[src/hdl/sul_pkg.sv]
`default_nettype none
// ----------------------------------------------------------------------------
// sul_pkg
// Shared types and constants for the static unordered list core: request and
// response words, opcodes, controller states and controller/datapath links.
// ----------------------------------------------------------------------------
package sul_pkg;

  localparam int DATA_W       = 32;
  localparam int IDX_W        = 6;
  localparam int COUNT_W      = 7;
  localparam int OP_W         = 2;
  localparam int CAPACITY_DEF = 64;

  // Request opcodes
  typedef enum logic [OP_W-1:0] {
    OP_INSERT = 2'd0,
    OP_REMOVE = 2'd1,
    OP_EXISTS = 2'd2,
    OP_GET    = 2'd3
  } op_e;

  // Controller states
  typedef enum logic [2:0] {
    ST_IDLE,
    ST_INS,
    ST_GET,
    ST_GET_WAIT,
    ST_SCAN,
    ST_SHIFT,
    ST_FINISH
  } state_e;

  // Request word
  typedef struct packed {
    logic        [OP_W-1:0]   opcode;
    logic signed [DATA_W-1:0] value;
    logic        [IDX_W-1:0]  index;
  } req_t;

  // Response word
  typedef struct packed {
    logic                     ok;
    logic signed [DATA_W-1:0] data;
    logic        [COUNT_W-1:0] count;
    logic                     empty_res;
    logic                     full_res;
  } rsp_t;

  // Controller to datapath commands
  typedef struct packed {
    logic start;        // latch request, clear result and scan pointer
    logic ins;          // append value, bump count
    logic get_rd;       // read entry at request index
    logic get_ld;       // capture read entry as result data
    logic step;         // issue next scan/shift read
    logic shift_start;  // match found: restart pointer after match
    logic shift_wr;     // write previous read one slot toward the front
    logic found;        // exists hit
    logic dec;          // drop count after compaction
    logic load_out;     // move result into the output register
  } cmd_t;

  // Datapath to controller status
  typedef struct packed {
    logic has_room;
    logic idx_ok;
    logic match;
    logic exhausted;
    logic is_remove;
    logic out_free;
  } status_t;

endpackage
`default_nettype wire

[src/hdl/sul_ctrl.sv]
`default_nettype none
// ----------------------------------------------------------------------------
// sul_ctrl
// Controller state machine: sequences insert, get, search and compaction
// through the datapath and hands the finished result to the output register.
// ----------------------------------------------------------------------------
module sul_ctrl (
  input  logic                       clk,
  input  logic                       rst,
  input  logic                       req_valid,
  input  logic [sul_pkg::OP_W-1:0]   op,
  output logic                       req_stall,
  input  sul_pkg::status_t           status,
  output sul_pkg::cmd_t              cmd
);
  import sul_pkg::*;

  state_e state, state_next;

  // State register
  always_ff @(posedge clk) begin
    if (rst) begin
      state <= ST_IDLE;
    end else begin
      state <= state_next;
    end
  end

  // Next state and commands
  always_comb begin
    state_next = state;
    cmd        = '0;
    req_stall  = (state != ST_IDLE);
    case (state)
      ST_IDLE: begin
        if (req_valid) begin
          cmd.start = 1'b1;
          case (op_e'(op))
            OP_INSERT: state_next = ST_INS;
            OP_GET:    state_next = ST_GET;
            default:   state_next = ST_SCAN;
          endcase
        end
      end
      ST_INS: begin
        cmd.ins    = status.has_room;
        state_next = ST_FINISH;
      end
      ST_GET: begin
        if (status.idx_ok) begin
          cmd.get_rd = 1'b1;
          state_next = ST_GET_WAIT;
        end else begin
          state_next = ST_FINISH;
        end
      end
      ST_GET_WAIT: begin
        cmd.get_ld = 1'b1;
        state_next = ST_FINISH;
      end
      // linear search, one entry compared per cycle
      ST_SCAN: begin
        if (status.match) begin
          if (status.is_remove) begin
            cmd.shift_start = 1'b1;
            state_next      = ST_SHIFT;
          end else begin
            cmd.found  = 1'b1;
            state_next = ST_FINISH;
          end
        end else if (status.exhausted) begin
          state_next = ST_FINISH;
        end else begin
          cmd.step = 1'b1;
        end
      end
      // compaction: read entry i, then write the registered read to i-1
      ST_SHIFT: begin
        if (status.exhausted) begin
          cmd.dec    = 1'b1;
          state_next = ST_FINISH;
        end else begin
          cmd.step     = 1'b1;
          cmd.shift_wr = 1'b1;
        end
      end
      ST_FINISH: begin
        if (status.out_free) begin
          cmd.load_out = 1'b1;
          state_next   = ST_IDLE;
        end
      end
      default: begin
        state_next = ST_IDLE;
      end
    endcase
  end

endmodule
`default_nettype wire

[src/hdl/sul_datapath.sv]
`default_nettype none
// ----------------------------------------------------------------------------
// sul_datapath
// Entry memory, count, scan pointer with compare stage, result capture and
// the output register.
// ----------------------------------------------------------------------------
module sul_datapath #(
  parameter int CAPACITY = sul_pkg::CAPACITY_DEF
) (
  input  logic              clk,
  input  logic              rst,
  input  sul_pkg::req_t     req,
  input  sul_pkg::cmd_t     cmd,
  output sul_pkg::status_t  status,
  input  logic              rsp_stall,
  output logic              rsp_valid,
  output sul_pkg::rsp_t     rsp
);
  import sul_pkg::*;

  localparam int CNT_W = $clog2(CAPACITY + 1);
  localparam int AW    = (CAPACITY > 1) ? $clog2(CAPACITY) : 1;
  localparam int CMP_W = (CNT_W > IDX_W) ? CNT_W : IDX_W;

  logic [DATA_W-1:0] mem [CAPACITY];
  logic [DATA_W-1:0] rd_data;

  logic [CNT_W-1:0]  used;
  logic [CNT_W-1:0]  rd_ptr;
  logic [CNT_W-1:0]  pv_addr;
  logic              pv;

  req_t              req_q;
  logic              res_ok;
  logic [DATA_W-1:0] res_data;

  logic              rd_more;
  logic              rd_en;
  logic [AW-1:0]     rd_addr;
  logic              wr_en;
  logic [AW-1:0]     wr_addr;
  logic [DATA_W-1:0] wr_data;

  // Memory port selection
  assign rd_more = (rd_ptr < used);
  assign rd_en   = cmd.get_rd | (cmd.step & rd_more);
  assign rd_addr = cmd.get_rd ? AW'(req_q.index) : AW'(rd_ptr);
  assign wr_en   = cmd.ins | (cmd.shift_wr & pv);
  assign wr_addr = cmd.ins ? AW'(used) : AW'(pv_addr - CNT_W'(1));
  assign wr_data = cmd.ins ? req_q.value : rd_data;

  // Entry memory, registered read
  always_ff @(posedge clk) begin
    if (wr_en) begin
      mem[wr_addr] <= wr_data;
    end
    if (rd_en) begin
      rd_data <= mem[rd_addr];
    end
  end

  // Count, scan pointer and compare-stage valid
  always_ff @(posedge clk) begin
    if (rst) begin
      used    <= '0;
      rd_ptr  <= '0;
      pv_addr <= '0;
      pv      <= 1'b0;
    end else begin
      if (cmd.start) begin
        rd_ptr <= '0;
        pv     <= 1'b0;
      end else if (cmd.shift_start) begin
        rd_ptr <= pv_addr + CNT_W'(1);
        pv     <= 1'b0;
      end else if (cmd.step) begin
        pv      <= rd_more;
        pv_addr <= rd_ptr;
        if (rd_more) begin
          rd_ptr <= rd_ptr + CNT_W'(1);
        end
      end
      if (cmd.ins) begin
        used <= used + CNT_W'(1);
      end else if (cmd.dec) begin
        used <= used - CNT_W'(1);
      end
    end
  end

  // Request latch and result capture
  always_ff @(posedge clk) begin
    if (cmd.start) begin
      req_q    <= req;
      res_ok   <= 1'b0;
      res_data <= '0;
    end else begin
      if (cmd.ins | cmd.found | cmd.shift_start | cmd.get_ld) begin
        res_ok <= 1'b1;
      end
      if (cmd.get_ld) begin
        res_data <= rd_data;
      end
    end
  end

  // Output register
  always_ff @(posedge clk) begin
    if (rst) begin
      rsp_valid <= 1'b0;
    end else if (cmd.load_out) begin
      rsp_valid <= 1'b1;
    end else if (!rsp_stall) begin
      rsp_valid <= 1'b0;
    end
  end

  always_ff @(posedge clk) begin
    if (cmd.load_out) begin
      rsp.ok        <= res_ok;
      rsp.data      <= res_data;
      rsp.count     <= COUNT_W'(used);
      rsp.empty_res <= (used == '0);
      rsp.full_res  <= (used == CNT_W'(CAPACITY));
    end
  end

  // Status to controller
  always_comb begin
    status.has_room  = (used < CNT_W'(CAPACITY));
    status.idx_ok    = (CMP_W'(req_q.index) < CMP_W'(used));
    status.match     = pv & (rd_data == req_q.value);
    status.exhausted = ~pv & ~rd_more;
    status.is_remove = (req_q.opcode == OP_REMOVE);
    status.out_free  = ~rsp_valid | ~rsp_stall;
  end

endmodule
`default_nettype wire

[src/hdl/static_unordered_list_core.sv]
`default_nettype none
// Exists and remove scan from the front of the list, one stored entry compared
// per cycle on the memory read port; remove then copies each later entry once.
// One word is in flight at a time; the next is taken once the result sits in
// the output register, so a new word waits behind the previous result and any
// output stall.
// Reset (synchronous) empties the list; entry contents are left as they are.
// ----------------------------------------------------------------------------
// static_unordered_list_core
// Fixed-capacity list of signed values packed in insertion order, with
// insert, remove-first-match, exists and get-by-index requests.
// ----------------------------------------------------------------------------
module static_unordered_list_core #(
  parameter int CAPACITY = sul_pkg::CAPACITY_DEF
) (
  input  logic          clk,
  input  logic          rst,
  input  logic          req_valid,
  output logic          req_stall,
  input  sul_pkg::req_t req,
  output logic          rsp_valid,
  input  logic          rsp_stall,
  output sul_pkg::rsp_t rsp
);
  import sul_pkg::*;

  cmd_t    cmd;
  status_t status;

  // Sequencer
  sul_ctrl u_ctrl (
    .clk       (clk),
    .rst       (rst),
    .req_valid (req_valid),
    .op        (req.opcode),
    .req_stall (req_stall),
    .status    (status),
    .cmd       (cmd)
  );

  // Storage and result path
  sul_datapath #(
    .CAPACITY (CAPACITY)
  ) u_datapath (
    .clk       (clk),
    .rst       (rst),
    .req       (req),
    .cmd       (cmd),
    .status    (status),
    .rsp_stall (rsp_stall),
    .rsp_valid (rsp_valid),
    .rsp       (rsp)
  );

endmodule
`default_nettype wire
[config.mk]
export PLATFORM = sky130hd
export DESIGN_NAME = static_unordered_list_core
export DESIGN_NICKNAME = d
export VERILOG_FILES = /design/src/hdl/sul_pkg.sv /design/src/hdl/sul_ctrl.sv /design/src/hdl/sul_datapath.sv /design/src/hdl/static_unordered_list_core.sv
export SDC_FILE = /design/constraint.sdc
export NUM_CORES = 2
export LEC_CHECK = 0
export BUFFER_PORTS_ARGS = -buffer_cell sky130_fd_sc_hd__buf_2
export CORE_UTILIZATION = 57
export CTS_BUF_LIST = sky130_fd_sc_hd__clkbuf_8 sky130_fd_sc_hd__clkbuf_16
export DETAILED_ROUTE_END_ITERATION = 10
export PLACE_DENSITY = 0.77
export SETUP_SLACK_MARGIN = 0.05
export SLEW_MARGIN = 20
export SYNTH_ARGS = -nofsm -noshare
export SYNTH_HDL_FRONTEND = slang
export SYNTH_SLANG_ARGS = --single-unit
[constraint.sdc]
create_clock -name clk -period 3.43 [get_ports clk]
set_input_delay 0.5145 -clock clk [delete_from_list [all_inputs] [get_ports clk]]
set_output_delay 0.5145 -clock clk [all_outputs]
set_load 0.03 [all_outputs]
==> results.txt <==
* Run status: finished, violations left
* Violations in the final reports: negative setup slack
* Element type at the critical path end: register
- Compound-gate portion of the synthesized area: 5.466%
- Asr flop ratio synth: 0%
- Across all layers, the routed design uses 62530 vias.
- # placed instances: 8568
* Final cell count without fillers: 9149
- Area growth syn-to-layout: 25.01%
* Number of setup violations in the final report: 32
- Start point of the critical path: u_datapath.req_q[1]
* Antenna violation net count after detailed routing: 0
- The count of buffers added on input and output ports is 87.
- The worst setup path is launched from a register.
- Detailed-route wire length per cell: 33.07 um
- Number of synthesized register bits: 2221
- Counting cells, the worst reg-to-reg path comes to 15.
- Data arrival, critical path: 4600 ps
- Overall routed net length: 302.5 mm
- The synthesized design contains 2162 enable-type register cells.
* Clock sink count: 2221
- Wire length of the first global-routing pass: 408.8 mm
- Along the worst path, the maximum fanout reaches 21.
* Final Slew Violations: 0
* Clock insertion delay at the later pin of the skew report: 860 ps
- After layout, the worst setup slack is -553.5 ps.
- In the synthesized netlist the dominant register cell turns out to be sky130_fd_sc_hd__edfxtp_1.
- Sequential share of the synthesized area: 75.33%
- Top-Level Pins: 88
* End of the worst register-to-register path: u_datapath.rd_data[14]
* Count of yosys warnings during synthesis: 0
- The floorplan step set the die height to 394.4 um.
* Largest family of logic cells by synthesized area: simple AND/OR/NAND/NOR gates
* Multiplexer share of the synthesized area: 5.705%
- LEAKAGE: 40.03 nW
- TritonCTS built the clock tree.
- Sequential cell area: 0.06610 mm^2
- For this configuration, the core starts out at a cell density of 57.57%.
- Fill cells in the final layout number 8353.
- Remaining routing DRC violations: 0
- Core region area: 0.1524 mm^2
* Reg clk slew, reported paths: 70 ps
- Based on the critical path, the design can be clocked at up to 251.0 MHz.
- Class of the most critical setup path: reg -> reg
- Placed wire-length estimate after detailed placement: 172.5 mm
* Worst IR drop on VDD: 0.6248 mV
* Worst reg-to-reg setup slack: -550 ps
- CP Capture Point: u_datapath.rd_data[14]
* Post-route minimum period: 3983 ps
- Die width: 394.4 um
* Via count of the first global-routing pass: 59600
- For this run the aggregate overflow at the end of global routing stands at 0.
- Overall power consumption: 86.94 mW
* Final number of hold-violating endpoints: 0
* Worst slew margin relative to its limit: 34.76%
* Row count: 143
- Worst-Margin Slew: 975.0 ps
- After the last flow step, the layout net total stands at 7021.
- Worst Clk Skew: 28.07 ps
* Unrepaired setup endpoints after global routing: true
- H-Tree Depth: 4
- Post-route setup TNS: -11650 ps
* Initial antenna violation count: 11
- Area share of xor/xnor cells in the synthesized design: 0.5090%
* Syn_area_per_cell: 14.39 um^2
- Summing every instance area after synthesis gives 0.08776 mm^2.
- Data on the critical path is required at its endpoint by 4040 ps.
* Pwr dens: 792.5 mW/mm^2
* Number of buffers inserted during clock tree synthesis: 204
- Area share of and/or/nand/nor cells after synthesis: 10.64%
- Iter 0 DRT Violations: 11870
- GRT Resource Usage Total: 36.75%
* Synth Area in Adders: 0.3080%
- The number of different library cells used by synthesis comes to 65.
- CTS max path bufs: 3
- When the netlist entered floorplanning its net count stood at 6163.
- Pin count of the biggest net entering global routing: 65
- The tightest hold path in the finished design has a slack of 76.63 ps.
- Area enclosed by the die boundary: 0.1555 mm^2
- Cells with a size suffix above 1 make up 24.24% of the layout.
- Clock root cell: sky130_fd_sc_hd__clkbuf_16
- Number of violations of the max-capacitance limit: 0
- Cell count after synthesis: 6098
- First-pass iteration count of the detailed router: 10
- Ratio of routed vias to standard cells: 6.835
- Final GP Congestion: 0.9548
* Worst hold-check path type: in -> reg
* Multi-input gate area in the final layout: 0.02281 mm^2
* Final cycle utilization of the critical path: 116.1%
- Cells fill 71.96% of the core in the end.
* Reg2Reg Launch Point: u_datapath.req_q[1]
## worst max-delay path, stage by stage (launching register included)
cell and delay (ps):
sky130_fd_sc_hd__edfxtp_1 390, sky130_fd_sc_hd__ha_1 300, sky130_fd_sc_hd__a211o_1 300, sky130_fd_sc_hd__a21o_1 260, sky130_fd_sc_hd__buf_12 160, sky130_fd_sc_hd__buf_4 150, sky130_fd_sc_hd__a21o_4 290, sky130_fd_sc_hd__buf_4 170
sky130_fd_sc_hd__buf_12 160, sky130_fd_sc_hd__buf_4 210, sky130_fd_sc_hd__nand2_1 80, sky130_fd_sc_hd__a21oi_1 90, sky130_fd_sc_hd__nor3_2 510, sky130_fd_sc_hd__a21oi_1 180, sky130_fd_sc_hd__buf_4 190, sky130_fd_sc_hd__o221a_4 270
## through the flow
step | area [um^2] | worst slack, ps
after floorplan | 87760 | -199.7
after global placement | 97380 | -1497
after detailed placement | 97410 | -1159
after CTS | 107100 | -353.7
after global routing | 109700 | -627.2
final | 109700 | -553.5
## how the worst min path moves through the flow
stage                             from  cells after the start  slack (ps)               endpoint
6_report                           rst                      2          80  u_datapath.pv_addr[0]
5_1_grt                            rst                      2          70  u_datapath.pv_addr[0]
4_1_cts                            rst                      2          30  u_datapath.pv_addr[0]
3_5_place_dp   u_datapath.res_data[12]                      0         420     u_datapath.rsp[21]
3_3_place_gp    u_datapath.res_data[1]                      0         410     u_datapath.rsp[10]
2_1_floorplan   u_datapath.res_data[1]                      0         410     u_datapath.rsp[10]
## repair_timing
action | CTS | global route
endpoints found under the hold margin | 43 | 0
buffers inserted | 75 | 65
endpoints found under the setup margin | 42 | 79
pin swaps | 73 | 103
hold buffers | 42 | 0
cloned | 21 | 18
resized for setup | 273 | 332
## synthesized netlist by cell type, types with 4 or more instances
library cell | n | area share [%]
sky130_fd_sc_hd__a21oi_1 | 289 | 1.6
sky130_fd_sc_hd__o211a_1 | 15 | 0.17
sky130_fd_sc_hd__mux4_2 | 12 | 0.31
sky130_fd_sc_hd__o221ai_1 | 155 | 1.5
sky130_fd_sc_hd__a22oi_1 | 11 | 0.094
sky130_fd_sc_hd__a21o_1 | 8 | 0.068
sky130_fd_sc_hd__nand2_1 | 1379 | 5.9
sky130_fd_sc_hd__ha_1 | 20 | 0.29
sky130_fd_sc_hd__o221a_1 | 5 | 0.064
sky130_fd_sc_hd__or4_1 | 4 | 0.034
sky130_fd_sc_hd__nor3_1 | 82 | 0.47
sky130_fd_sc_hd__buf_2 | 136 | 0.78
sky130_fd_sc_hd__inv_1 | 15 | 0.064
sky130_fd_sc_hd__nand2b_1 | 5 | 0.036
sky130_fd_sc_hd__o31ai_1 | 22 | 0.19
sky130_fd_sc_hd__mux2_2 | 5 | 0.064
sky130_fd_sc_hd__o21ai_0 | 49 | 0.28
sky130_fd_sc_hd__a32oi_1 | 8 | 0.080
sky130_fd_sc_hd__nor4_1 | 29 | 0.21
sky130_fd_sc_hd__a211oi_1 | 13 | 0.11
sky130_fd_sc_hd__nor2_1 | 145 | 0.62
sky130_fd_sc_hd__mux2i_1 | 463 | 5.3
sky130_fd_sc_hd__a2111oi_0 | 4 | 0.040
sky130_fd_sc_hd__edfxtp_1 | 2162 | 74
sky130_fd_sc_hd__dfxtp_1 | 59 | 1.3
sky130_fd_sc_hd__nand4_1 | 28 | 0.20
sky130_fd_sc_hd__xor2_1 | 30 | 0.30
sky130_fd_sc_hd__buf_6 | 8 | 0.10
sky130_fd_sc_hd__nor2b_1 | 4 | 0.029
sky130_fd_sc_hd__o221a_2 | 9 | 0.12
sky130_fd_sc_hd__a41oi_1 | 8 | 0.080
sky130_fd_sc_hd__buf_1 | 40 | 0.17
sky130_fd_sc_hd__clkbuf_1 | 144 | 0.62
sky130_fd_sc_hd__xnor2_1 | 21 | 0.21
sky130_fd_sc_hd__buf_4 | 36 | 0.31
sky130_fd_sc_hd__and3_1 | 12 | 0.086
sky130_fd_sc_hd__or3_1 | 4 | 0.029
sky130_fd_sc_hd__a31oi_1 | 82 | 0.58
sky130_fd_sc_hd__o22ai_1 | 14 | 0.10
sky130_fd_sc_hd__o211ai_1 | 10 | 0.086
sky130_fd_sc_hd__nand3_1 | 518 | 3.0
## metal layers
layer,global-route usage [%],vias to the layer above,wire [um]
met4,24.97,8,26390
met1,46.29,29910,93570
met2,54.37,6356,131600
li1,-,24750,-
met5,0,-,37
met3,12.05,1503,50900
## cells by family (layout without fill, tap and decap cells)
family / Yosys count / in the layout
adder cells (fa/ha/maj): 21 / 21
XOR/XNOR: 51 / 51
multiplexers: 482 / 482
AND/OR/NAND/NOR: 2220 / 2222
flip-flops: 2221 / 2221
buffers and inverters: 380 / 1396
AO/OA/AOI/OAI: 723 / 723
other: 0 / 3
## registers in the layout (all words and copies together), names as in the netlist, 3 cells and up
register	cells
u_datapath.mem	2048
u_datapath.rsp	42
u_datapath.rd_ptr	7
u_datapath.res_data	32
u_datapath.rd_data	32
u_datapath.req_q	40
u_ctrl.state	3
u_datapath.used	7
u_datapath.pv_addr	7
## power breakdown
group          switching, mW  internal [mW]  leakage (nW)
sequential             0.688           34.6          20.0
combinational           18.7           10.2          16.7
clock                   10.1           12.6          3.34
## placed cells by master, fill, tap and decap left out, drive strengths merged, types with 10 or more instances in the layout
cell type	instances
nand4	28
nand3	518
o21ai	52
o211ai	10
a21oi	290
nand2	1381
bufinv	22
mux4	12
xor2	30
nor3	83
o22ai	14
inv	57
dfxtp	59
dlygate4sd3	42
nor4	29
o211a	15
xnor2	21
and3	12
o221ai	155
clkinvlp	10
a211oi	13
ha	20
a22oi	11
mux2i	465
nor2	146
o31ai	22
clkbuf	228
a31oi	82
edfxtp	2162
clkinv	84
buf	945
o221a	14
## final cells by class
| class | count | share of cell area (%) |
|---|---|---|
| Timing Repair Buffer | 1014 | 10.56 |
| Clock buffer | 209 | 4.737 |
| Clock inverter | 157 | 1.275 |
| Antenna cell | 3 | 0.006843 |
| Multi-Input combinational cell | 3499 | 20.80 |
| Inverter | 16 | 0.05475 |
| Sequential cell | 2221 | 60.26 |
| Tap cell | 2030 | 2.315 |
(Power assumes the default switching activity.)
